==> config.mk <==
export PLATFORM = sky130hd
export DESIGN_NAME = button_debounce_event_detector_core
export DESIGN_NICKNAME = d
export VERILOG_FILES = /design/src/hdl/bdd_pkg.sv /design/src/hdl/bdd_step.sv /design/src/hdl/button_debounce_event_detector_core.sv
export SDC_FILE = /design/constraint.sdc
export NUM_CORES = 1
export LEC_CHECK = 0
export BUFFER_PORTS_ARGS = -buffer_cell sky130_fd_sc_hd__buf_4
export CAP_MARGIN = 20
export CORE_MARGIN = 2
export CORE_UTILIZATION = 45
export CTS_BUF_LIST = sky130_fd_sc_hd__clkbuf_4 sky130_fd_sc_hd__clkbuf_8
export CTS_CLUSTER_SIZE = 24
export DETAILED_ROUTE_END_ITERATION = 10
export GPL_ROUTABILITY_DRIVEN = 0
export GPL_TIMING_DRIVEN = 0
export SETUP_SLACK_MARGIN = 0.2
export SLEW_MARGIN = 20
export SYNTH_ARGS = -nofsm -noshare
export SYNTH_HDL_FRONTEND = slang
export SYNTH_SLANG_ARGS = --single-unit
==> constraint.sdc <==
create_clock -name clk -period 15.6 [get_ports clk]
set_clock_uncertainty 0.1 [all_clocks]
set_input_delay 2.34 -clock clk [delete_from_list [all_inputs] [get_ports clk]]
set_output_delay 2.34 -clock clk [all_outputs]
set_load 0.01 [all_outputs]
==> src/hdl/bdd_pkg.sv <==
// Shared types, codes and reset values for the button debounce event detector.
package bdd_pkg;

  // Default width of the debounce, hold and cycle counters.
  localparam int unsigned COUNT_WIDTH_DEF = 8;

  // Configuration register indexes.
  localparam logic [2:0] CFG_DEBOUNCE_TICKS     = 3'd0;
  localparam logic [2:0] CFG_LONG_TICKS         = 3'd1;
  localparam logic [2:0] CFG_LONG_REPEAT_TICKS  = 3'd2;
  localparam logic [2:0] CFG_REPEAT_TICKS       = 3'd3;
  localparam logic [2:0] CFG_ACTIVE_LEVEL       = 3'd4;
  localparam logic [2:0] CFG_REPEAT_MODE        = 3'd5;
  localparam logic [2:0] CFG_LONG_ON_RELEASE    = 3'd6;
  localparam logic [2:0] CFG_LONG_HANDLER       = 3'd7;

  // Configuration reset values.
  localparam logic [7:0] RST_DEBOUNCE_TICKS    = 8'd3;
  localparam logic [7:0] RST_LONG_TICKS        = 8'd50;
  localparam logic [7:0] RST_LONG_REPEAT_TICKS = 8'd1;
  localparam logic [7:0] RST_REPEAT_TICKS      = 8'd10;
  localparam logic       RST_ACTIVE_LEVEL      = 1'b0;
  localparam logic       RST_REPEAT_MODE       = 1'b0;
  localparam logic       RST_LONG_ON_RELEASE   = 1'b0;
  localparam logic       RST_LONG_HANDLER      = 1'b1;

  // Press state machine.
  typedef enum logic [1:0] {
    ST_IDLE = 2'd0,
    ST_DOWN = 2'd1,
    ST_UP   = 2'd2
  } press_state_t;

  // Last event code.
  typedef enum logic [2:0] {
    EV_NONE     = 3'd0,
    EV_DOWN     = 3'd1,
    EV_UP       = 3'd2,
    EV_LONG     = 3'd3,
    EV_LONG_REL = 3'd4,
    EV_REP      = 3'd5,
    EV_REP_REL  = 3'd6
  } event_t;

  // Configuration register set.
  typedef struct packed {
    logic [7:0] debounce_ticks;
    logic [7:0] long_ticks;
    logic [7:0] long_repeat_ticks;
    logic [7:0] repeat_ticks;
    logic       active_level;
    logic       repeat_mode;
    logic       long_on_release_mode;
    logic       long_handler_attached;
  } cfg_t;

  // One-tick event flags of a result.
  typedef struct packed {
    logic release_fired;
    logic click_fired;
    logic long_fired;
    logic long_release_fired;
    logic repeat_fired;
    logic repeat_release_fired;
  } flags_t;

endpackage

==> src/hdl/bdd_step.sv <==
// Per-tick next-state and event logic of the debounce and press state machine.
module bdd_step #(
  parameter int unsigned COUNT_WIDTH = bdd_pkg::COUNT_WIDTH_DEF
) (
  input  bdd_pkg::cfg_t         cfg,
  input  logic                  level,
  input  logic                  level_valid,
  input  logic                  stable_level,
  input  logic [COUNT_WIDTH-1:0] debounce_count,
  input  logic [COUNT_WIDTH-1:0] hold_count,
  input  logic [COUNT_WIDTH-1:0] cycle_count,
  input  bdd_pkg::press_state_t machine_state,
  input  bdd_pkg::event_t       event_code,
  output logic                  stable_level_nxt,
  output logic [COUNT_WIDTH-1:0] debounce_count_nxt,
  output logic [COUNT_WIDTH-1:0] hold_count_nxt,
  output logic [COUNT_WIDTH-1:0] cycle_count_nxt,
  output bdd_pkg::press_state_t machine_state_nxt,
  output bdd_pkg::event_t       event_code_nxt,
  output bdd_pkg::flags_t       flags
);

  // Counters and 8-bit thresholds are compared at the wider of the two widths.
  localparam int unsigned CMP_W = (COUNT_WIDTH > 8) ? COUNT_WIDTH : 8;
  localparam logic [COUNT_WIDTH-1:0] CNT_MAX = {COUNT_WIDTH{1'b1}};
  localparam logic [COUNT_WIDTH-1:0] CNT_ONE = COUNT_WIDTH'(1);

  // Sequential update of one tick, in the order the events are checked.
  always_comb begin
    stable_level_nxt   = stable_level;
    debounce_count_nxt = debounce_count;
    hold_count_nxt     = hold_count;
    cycle_count_nxt    = cycle_count;
    machine_state_nxt  = machine_state;
    event_code_nxt     = event_code;
    flags              = '0;

    if (level_valid) begin
      // Debounce: a changed level must persist before it is taken.
      if (level != stable_level) begin
        debounce_count_nxt = debounce_count + CNT_ONE;
        if (CMP_W'(debounce_count_nxt) >= CMP_W'(cfg.debounce_ticks)) begin
          stable_level_nxt   = level;
          debounce_count_nxt = '0;
          hold_count_nxt     = '0;
          cycle_count_nxt    = '0;
          if (level == cfg.active_level) begin
            machine_state_nxt = bdd_pkg::ST_DOWN;
          end else begin
            machine_state_nxt   = bdd_pkg::ST_UP;
            flags.release_fired = 1'b1;
          end
        end
      end else begin
        debounce_count_nxt = '0;
      end

      // Press state machine.
      case (machine_state_nxt)
        bdd_pkg::ST_DOWN: begin
          if (stable_level_nxt == cfg.active_level) begin
            if (cfg.repeat_mode) begin
              cycle_count_nxt = cycle_count_nxt + CNT_ONE;
              if (CMP_W'(cycle_count_nxt) >= CMP_W'(cfg.repeat_ticks)) begin
                cycle_count_nxt    = '0;
                event_code_nxt     = bdd_pkg::EV_REP;
                flags.repeat_fired = 1'b1;
              end
            end else begin
              event_code_nxt = bdd_pkg::EV_DOWN;
              hold_count_nxt = hold_count_nxt + CNT_ONE;
              if (CMP_W'(hold_count_nxt) >= CMP_W'(cfg.long_ticks)) begin
                if (cfg.long_on_release_mode) begin
                  event_code_nxt = bdd_pkg::EV_LONG;
                end else begin
                  cycle_count_nxt = cycle_count_nxt + CNT_ONE;
                  if (CMP_W'(cycle_count_nxt) >= CMP_W'(cfg.long_repeat_ticks)) begin
                    cycle_count_nxt = '0;
                    if (cfg.long_handler_attached) begin
                      event_code_nxt    = bdd_pkg::EV_LONG;
                      flags.long_fired  = 1'b1;
                      machine_state_nxt = bdd_pkg::ST_IDLE;
                    end else begin
                      event_code_nxt = bdd_pkg::EV_DOWN;
                    end
                  end
                end
                // The hold counter saturates back to the long threshold.
                if (hold_count_nxt == CNT_MAX) begin
                  hold_count_nxt = COUNT_WIDTH'(cfg.long_ticks);
                end
              end
            end
          end
        end
        bdd_pkg::ST_UP: begin
          if (event_code_nxt == bdd_pkg::EV_DOWN) begin
            hold_count_nxt    = '0;
            flags.click_fired = 1'b1;
            machine_state_nxt = bdd_pkg::ST_IDLE;
          end else if (event_code_nxt == bdd_pkg::EV_LONG) begin
            if (cfg.long_on_release_mode) begin
              flags.long_fired = 1'b1;
            end else begin
              flags.long_release_fired = 1'b1;
            end
            hold_count_nxt    = '0;
            machine_state_nxt = bdd_pkg::ST_IDLE;
          end else if (cfg.repeat_mode && (event_code_nxt == bdd_pkg::EV_REP)) begin
            hold_count_nxt             = '0;
            flags.repeat_release_fired = 1'b1;
            machine_state_nxt          = bdd_pkg::ST_IDLE;
          end
        end
        default: begin
          hold_count_nxt  = '0;
          cycle_count_nxt = '0;
        end
      endcase
    end
  end

endmodule

==> src/hdl/button_debounce_event_detector_core.sv <==
// An accepted tick is held in the input register, and its result then in the result register.
// Throughput: one tick per cycle unless stalled; the input register and the result register
// form a two-deep pipeline, so one more tick is taken while a result waits at the output.
// The machine state is updated as a tick moves from the input register to the result register.
// Reset (rst_n low, synchronous): configuration returns to its defaults, the stable level
// to the inverse of the default active level, counters to zero, state idle, event none.
module button_debounce_event_detector_core #(
  parameter int unsigned COUNT_WIDTH = bdd_pkg::COUNT_WIDTH_DEF
) (
  input  logic       clk,
  input  logic       rst_n,
  // Configuration write channel.
  input  logic       cfg_valid,
  output logic       cfg_ready,
  input  logic [2:0] cfg_index,
  input  logic [7:0] cfg_data,
  // Tick input channel.
  input  logic       in_valid,
  output logic       in_ready,
  input  logic       in_level,
  input  logic       in_level_valid,
  // Result channel.
  output logic       out_valid,
  input  logic       out_ready,
  output logic       out_release_fired,
  output logic       out_click_fired,
  output logic       out_long_fired,
  output logic       out_long_release_fired,
  output logic       out_repeat_fired,
  output logic       out_repeat_release_fired,
  output logic [1:0] out_press_state,
  output logic [2:0] out_last_event
);

  bdd_pkg::cfg_t         cfg_r;
  logic                  in_valid_r;
  logic                  level_r;
  logic                  level_valid_r;
  logic                  advance;
  logic                  stable_level_r,   stable_level_nxt;
  logic [COUNT_WIDTH-1:0] debounce_count_r, debounce_count_nxt;
  logic [COUNT_WIDTH-1:0] hold_count_r,     hold_count_nxt;
  logic [COUNT_WIDTH-1:0] cycle_count_r,    cycle_count_nxt;
  bdd_pkg::press_state_t machine_state_r,  machine_state_nxt;
  bdd_pkg::event_t       event_code_r,     event_code_nxt;
  bdd_pkg::flags_t       flags_nxt, flags_r;
  logic                  out_valid_r;
  bdd_pkg::press_state_t press_state_r;
  bdd_pkg::event_t       last_event_r;

  // Configuration writes are always taken.
  assign cfg_ready = 1'b1;

  always_ff @(posedge clk) begin
    if (!rst_n) begin
      cfg_r.debounce_ticks        <= bdd_pkg::RST_DEBOUNCE_TICKS;
      cfg_r.long_ticks            <= bdd_pkg::RST_LONG_TICKS;
      cfg_r.long_repeat_ticks     <= bdd_pkg::RST_LONG_REPEAT_TICKS;
      cfg_r.repeat_ticks          <= bdd_pkg::RST_REPEAT_TICKS;
      cfg_r.active_level          <= bdd_pkg::RST_ACTIVE_LEVEL;
      cfg_r.repeat_mode           <= bdd_pkg::RST_REPEAT_MODE;
      cfg_r.long_on_release_mode  <= bdd_pkg::RST_LONG_ON_RELEASE;
      cfg_r.long_handler_attached <= bdd_pkg::RST_LONG_HANDLER;
    end else if (cfg_valid) begin
      case (cfg_index)
        bdd_pkg::CFG_DEBOUNCE_TICKS:    cfg_r.debounce_ticks        <= cfg_data;
        bdd_pkg::CFG_LONG_TICKS:        cfg_r.long_ticks            <= cfg_data;
        bdd_pkg::CFG_LONG_REPEAT_TICKS: cfg_r.long_repeat_ticks     <= cfg_data;
        bdd_pkg::CFG_REPEAT_TICKS:      cfg_r.repeat_ticks          <= cfg_data;
        bdd_pkg::CFG_ACTIVE_LEVEL:      cfg_r.active_level          <= cfg_data[0];
        bdd_pkg::CFG_REPEAT_MODE:       cfg_r.repeat_mode           <= cfg_data[0];
        bdd_pkg::CFG_LONG_ON_RELEASE:   cfg_r.long_on_release_mode  <= cfg_data[0];
        bdd_pkg::CFG_LONG_HANDLER:      cfg_r.long_handler_attached <= cfg_data[0];
        default: ;
      endcase
    end
  end

  // A tick moves on when the result register is empty or being drained.
  assign advance  = in_valid_r && (!out_valid_r || out_ready);
  assign in_ready = !in_valid_r || advance;

  // Input register.
  always_ff @(posedge clk) begin
    if (!rst_n) begin
      in_valid_r <= 1'b0;
    end else if (in_ready) begin
      in_valid_r <= in_valid;
    end
  end

  always_ff @(posedge clk) begin
    if (in_valid && in_ready) begin
      level_r       <= in_level;
      level_valid_r <= in_level_valid;
    end
  end

  bdd_step #(
    .COUNT_WIDTH(COUNT_WIDTH)
  ) u_step (
    .cfg                (cfg_r),
    .level              (level_r),
    .level_valid        (level_valid_r),
    .stable_level       (stable_level_r),
    .debounce_count     (debounce_count_r),
    .hold_count         (hold_count_r),
    .cycle_count        (cycle_count_r),
    .machine_state      (machine_state_r),
    .event_code         (event_code_r),
    .stable_level_nxt   (stable_level_nxt),
    .debounce_count_nxt (debounce_count_nxt),
    .hold_count_nxt     (hold_count_nxt),
    .cycle_count_nxt    (cycle_count_nxt),
    .machine_state_nxt  (machine_state_nxt),
    .event_code_nxt     (event_code_nxt),
    .flags              (flags_nxt)
  );

  // Detector state, updated once per tick.
  always_ff @(posedge clk) begin
    if (!rst_n) begin
      stable_level_r   <= ~bdd_pkg::RST_ACTIVE_LEVEL;
      debounce_count_r <= '0;
      hold_count_r     <= '0;
      cycle_count_r    <= '0;
      machine_state_r  <= bdd_pkg::ST_IDLE;
      event_code_r     <= bdd_pkg::EV_NONE;
    end else if (advance) begin
      stable_level_r   <= stable_level_nxt;
      debounce_count_r <= debounce_count_nxt;
      hold_count_r     <= hold_count_nxt;
      cycle_count_r    <= cycle_count_nxt;
      machine_state_r  <= machine_state_nxt;
      event_code_r     <= event_code_nxt;
    end
  end

  // Result register.
  always_ff @(posedge clk) begin
    if (!rst_n) begin
      out_valid_r <= 1'b0;
    end else if (advance) begin
      out_valid_r <= 1'b1;
    end else if (out_ready) begin
      out_valid_r <= 1'b0;
    end
  end

  always_ff @(posedge clk) begin
    if (advance) begin
      flags_r       <= flags_nxt;
      press_state_r <= machine_state_nxt;
      last_event_r  <= event_code_nxt;
    end
  end

  assign out_valid                = out_valid_r;
  assign out_release_fired        = flags_r.release_fired;
  assign out_click_fired          = flags_r.click_fired;
  assign out_long_fired           = flags_r.long_fired;
  assign out_long_release_fired   = flags_r.long_release_fired;
  assign out_repeat_fired         = flags_r.repeat_fired;
  assign out_repeat_release_fired = flags_r.repeat_release_fired;
  assign out_press_state          = press_state_r;
  assign out_last_event           = last_event_r;

  // At most one press event fires per tick; a release may come with any of them.
  a_one_press_event: assert property (@(posedge clk) disable iff (!rst_n)
    out_valid_r |-> $onehot0({flags_r.click_fired, flags_r.long_fired,
                              flags_r.long_release_fired, flags_r.repeat_fired,
                              flags_r.repeat_release_fired}))
    else $error("more than one press event in one beat");

  // A click always ends the press cycle.
  a_click_idle: assert property (@(posedge clk) disable iff (!rst_n)
    (out_valid_r && flags_r.click_fired) |-> (press_state_r == bdd_pkg::ST_IDLE))
    else $error("click without return to idle");

  // A repeat event leaves the repeat code as the last event.
  a_repeat_code: assert property (@(posedge clk) disable iff (!rst_n)
    (out_valid_r && flags_r.repeat_fired) |-> (last_event_r == bdd_pkg::EV_REP))
    else $error("repeat event with wrong event code");

  // The input side stalls only while both pipeline registers are full and blocked.
  a_stall_full: assert property (@(posedge clk) disable iff (!rst_n)
    !in_ready |-> (in_valid_r && out_valid_r && !out_ready))
    else $error("input stalled with room in the pipeline");

endmodule
# Word-level counts from Yosys, hierarchy flattened
# Cells that the tools add are included.
# classes
n_addsub	3
magnitude_cmp	4
n_eq_ne	16
n_mux	67
n_bitwise	3
reduce_logical	23
# ops
op	n
8-bit 2-to-1 mux	21
2-bit 2-to-1 mux	17
8-bit greater-or-equal comparator	4
8-bit case mux with 2 select lines	2
8-bit by 1-bit adder with 8-bit output, second input constant	3
3-bit 2-to-1 mux	8
2-bit AND reduction	10
1-bit 2-to-1 mux	17
3-bit == test, second input constant	5
3-bit by 2-bit == test with 1-bit output, second input constant	3
8-bit == test, second input constant	1
4-bit OR reduction	2
3-bit by 1-bit == test with 1-bit output, second input constant	2
2-bit case mux with 2 select lines	1
4-bit AND reduction	1
1-bit logical AND	3
3-bit zero test	1
1-bit NOT	3
3-bit AND reduction	1
1-bit == test	2
2-bit by 1-bit == test with 1-bit output, second input constant	1
2-bit == test, second input constant	1
1-bit zero test	2
1-bit logical OR	2
other kinds (3)	3
# word_totals
regBits	81
input_bits	18
out_inout_bits	14
word_cells	142

# Depth between registers and ports, before layout
# depth
word_depth	14
ltp_mapped	24
mapped_depth_nobuf	23

# By module
# Synthesis repeated with hierarchy kept, for this count alone.
# unflattened
cells_unflattened	635
hier_area_um2	5298.8
# by_module_without_submodules
mod	n_inst	cells_per_inst	area_each_um2	seq_area_each_um2
button_debounce_event_detector_core	1	291	2989.1	1751.7
bdd_step	1	344	2309.7	0.0

# Worst setup path after synthesis
# Ideal clock, no wire load.
# synth_timing
kind	input -> output
from	in out_ready
to	out in_ready
arrival_time_ps	2654
required_time_ps	13160
path_slack_ps	10506
stages	2
path_buffers	0
cell_sequence	nor2b_1 nand2_1
# synth_between
elab_chain_cells	3
# synth_rtl
item	line_no	rtl
start: declaration	button_debounce_event_detector_core.sv:24	input logic out_ready,
1-bit logical OR	button_debounce_event_detector_core.sv:80	assign advance = in_valid_r && (!out_valid_r || out_ready);
1-bit logical AND	button_debounce_event_detector_core.sv:80	
1-bit logical OR	button_debounce_event_detector_core.sv:81	assign in_ready = !in_valid_r || advance;
end: declaration	button_debounce_event_detector_core.sv:19	output logic in_ready,
# Every way passes these cells.

# Final worst setup path
# layout_timing
from	reg debounce_count_r[0]
to	reg cycle_count_r[2]
# layout_between
elab_chain_cells	13
word_cells_on_any_way	29
cone_classes	add/sub (3); order compare (4); eq/ne (3); mux (19)
# layout_rtl
item	line_no	rtl
start: declaration	button_debounce_event_detector_core.sv:41	logic [COUNT_WIDTH-1:0] debounce_count_r, debounce_count_nxt;
start signal: assignment	button_debounce_event_detector_core.sv:131	debounce_count_r <= debounce_count_nxt;
8-bit by 1-bit adder with 8-bit output *	bdd_step.sv:41	debounce_count_nxt = debounce_count + CNT_ONE;
8-bit greater-or-equal comparator *	bdd_step.sv:42	if (CMP_W'(debounce_count_nxt) >= CMP_W'(cfg.debounce_ticks)) begin
8-bit 2-to-1 mux	bdd_step.sv:42	
8-bit 2-to-1 mux	bdd_step.sv:40	if (level != stable_level) begin
8-bit 2-to-1 mux	bdd_step.sv:38	if (level_valid) begin
8-bit by 1-bit adder with 8-bit output	bdd_step.sv:63, bdd_step.sv:76	
8-bit greater-or-equal comparator	bdd_step.sv:77	if (CMP_W'(cycle_count_nxt) >= CMP_W'(cfg.long_repeat_ticks)) begin
8-bit 2-to-1 mux	bdd_step.sv:77	
8-bit 2-to-1 mux	bdd_step.sv:73	if (cfg.long_on_release_mode) begin
8-bit 2-to-1 mux	bdd_step.sv:72	if (CMP_W'(hold_count_nxt) >= CMP_W'(cfg.long_ticks)) begin
8-bit 2-to-1 mux	bdd_step.sv:62	if (cfg.repeat_mode) begin
8-bit 2-to-1 mux	bdd_step.sv:61	if (stable_level_nxt == cfg.active_level) begin
8-bit case mux with 2 select lines *	bdd_step.sv:59	case (machine_state_nxt)
end signal: assignment	button_debounce_event_detector_core.sv:133	cycle_count_r <= cycle_count_nxt;
end: declaration	button_debounce_event_detector_core.sv:43	logic [COUNT_WIDTH-1:0] cycle_count_r, cycle_count_nxt;
# Every way passes the cells marked *; elsewhere a longest branch is shown, timed or not. The select of a mux whose other input is x is not followed.
# A chain may end at the register's enable or synchronous reset.

==> results.toml <==
[status]
status = "completed"

[setup_path]
start_kind = "flop"
worstPathArrival_ns = 6.27
crit_family = "compound AO/OA/AOI/OAI gates"
path_class = "reg2reg"
cpMostUsedCell = "ha_1"
path_buf_inv = 1
crit_slowest_cell = "a2111oi_0"
cp.required_ns = 15.77
worst-path-max-fanout = 10
worstSetupEndpointType = "flop"
cpPeakStageDelay_ns = 0.66
crit_chain = "ha_1 > nand3_1 > nor2_1 > xor2_1 > ha_1 > a21oi_1 > a21boi_0 > a311o_1 > buf_2 > nand2_1 > and2_1 > ha_1 > nand2_1 > nor2_1 > xnor2_1 > a21oi_1 > ha_1 > a2111oi_0 > a21oi_1 > o31ai_1 > o2111ai_1 > a311oi_1"

[clock_network]
cts_resized = 0
cts_buffers = 9
cts_tree = "done"
post_cts_buffers = 0
cts-root-buf = "clkbuf_8"
insertion_delay_ns = 0.38
clockBufferDepth = 2
holdBufCountCts = 0
htree_levels = 3
clk_pin_slew_ns = 0.09
cts_num_sinks = 81

[sta]
timing.fmax_mhz = 164
setup_slack_ns = 9.50
rsz0062_at_grt = "no"
post-route-min-period_ns = 6.10
tightest_slew_ns = 0.983
hold_viol_final = 0
drv_slew = 0
setup_viol = 0
max_slew_margin = 0.340
setup_tns_ns = 0
period_share = 0.391

[placement]
dp_slack_ns = 9.65
io_buffers = 27
hpwl_mm = 9.30
dpl-instance-area_um2 = 5180

[layout]
fin_area_um2 = 5380
nets = 670
drive_gt1_frac = 0.100
final_util = 0.519
area_growth_pct = 11.9
num_antenna_cells = 0

[grt]
grt_pass1_vias = 4086
grt_max_degree = 19
grt_pass1_wl_mm = 20.3
grt-ovfl-total = 0
antenna_found_initial = 0
track_usage = 0.228

[routing]
wire_per_inst_um = 16.3
route.detailed.drc = 0
viasPerCell = 5.61
drtIter0Drc = 199
dr.pass1.iters = 5
wirelength_mm = 12.3
vias = 4237
ant_nets = 0

[power_and_ir_drop]
ir_worst_vdd_mv = 0.0485
powerDensity_nw_per_um2 = 78.0
total_power_mw = 0.420
p_leak_nw = 2.09

[synth]
seq_area_frac_synth = 0.364
synth_cell_types = 65
synth_ff_type = "dfxtp_1"
synth-seq-cells = 81
netlist_instances = 576
synth_edf_count = 13
syn-cell-area_um2 = 4810
syn_nets = 632
yosys_warnings = 0
async_reset_ff_frac = 0
syn_avg_cell_area_um2 = 8.35

[floorplanning]
rows = 37
dieWidth_um = 107
dieArea_um2 = 11500
die_y_um = 107
start_util = 0.464
fp.coreArea_um2 = 10400
ios = 32

[run]
cap_violations = 0

[min_path]
min_path_type = "reg2reg"
Yosys cell counts (13+ instances only):
cell type	count	area [um2]
nand2b_1	17	106
edfxtp_1	13	390
o21ai_0	15	75.1
dfxtp_1	68	1360
nor2_1	46	173
nand2_1	90	338
ha_1	38	475
a21oi_1	41	205
clkbuf_1	16	60.1
nand3_1	24	120
inv_1	40	150
registers in the layout, indices dropped and copies added (netlist names), 2 cells and up:
register          flops
hold_count_r          8
debounce_count_r      8
out_press_state       2
out_last_event        3
cfg_r                36
event_code_r          3
machine_state_r       2
cycle_count_r         8
path summary, 6_finish.rpt:
check	start	to	slack (ns)	cells past startpoint
setup / recovery	debounce_count_r[0]	cycle_count_r[2]	9.50	22
hold / removal	cfg_r[15]	cfg_r[15]	0.36	2
setup reg to reg	debounce_count_r[0]	cycle_count_r[2]	9.50	22
hold reg to reg	cfg_r[15]	cfg_r[15]	0.36	2
layout make-up:
type	instances	area, um2
multi-input cells	436	2830
repair buffers	27	203
well taps	136	170
clock buffers	9	124
plain buffers	19	83.8
inverters	40	150
clock inverters	7	73.8
fillers	1024	4990
flip-flops and latches	81	1750
layer usage:
layer / GRT usage / vias to the layer above / share of wire
met5: 0 / - / 0
met4: 0.112 / 0 / 0.028
met3: 0.0393 / 27 / 0.053
met2: 0.352 / 108 / 0.44
met1: 0.307 / 1972 / 0.48
li1: - / 2130 / -
worst min-delay path, cell delays in order, from the launching register on:
cell and delay (ns):
dfxtp_1 0.32, nand2_1 0.05, a21oi_1 0.05
kinds of logic (layout without fill, tap and decap cells):
logic type | Yosys count | after routing | synth area share
DFF | 81 | 81 | 0.364
adders and majority gates | 38 | 38 | 0.0988
muxes | 7 | 7 | 0.0151
buffers and inverters | 59 | 102 | 0.0486
AOI/OAI and AO/OA | 138 | 138 | 0.209
other | 1 | 1 | 0.000779
xor gates and xnor gates | 18 | 18 | 0.0328
and+or+nand+nor | 234 | 234 | 0.231
power breakdown:
group / switching [mW] / leakage (nW) / internal, mW
Sequential: 0.00260 / 0.675 / 0.216
Clock: 0.0846 / 0.101 / 0.0753
Combinational: 0.0272 / 1.32 / 0.0141
metrics by stage:
stage | hold WS [ns] | std cells
after floorplan | 0.336 | 576
after global placement | 0.344 | 739
after detailed placement | 0.348 | 739
after CTS | 0.360 | 755
after global routing | 0.382 | 755
final | 0.359 | 755
cells in the final DEF (no fill, tap or decap), types with 13 or more instances in the layout:
cell and count:
inv_1 40, a21oi_1 41, nor2_1 46, o21ai_0 15, nand3_1 24, nand2b_1 17
dfxtp_1 68, buf_4 28, ha_1 38, edfxtp_1 13, nand2_1 90, clkbuf_1 16
Power figures use the tool's default switching activity.
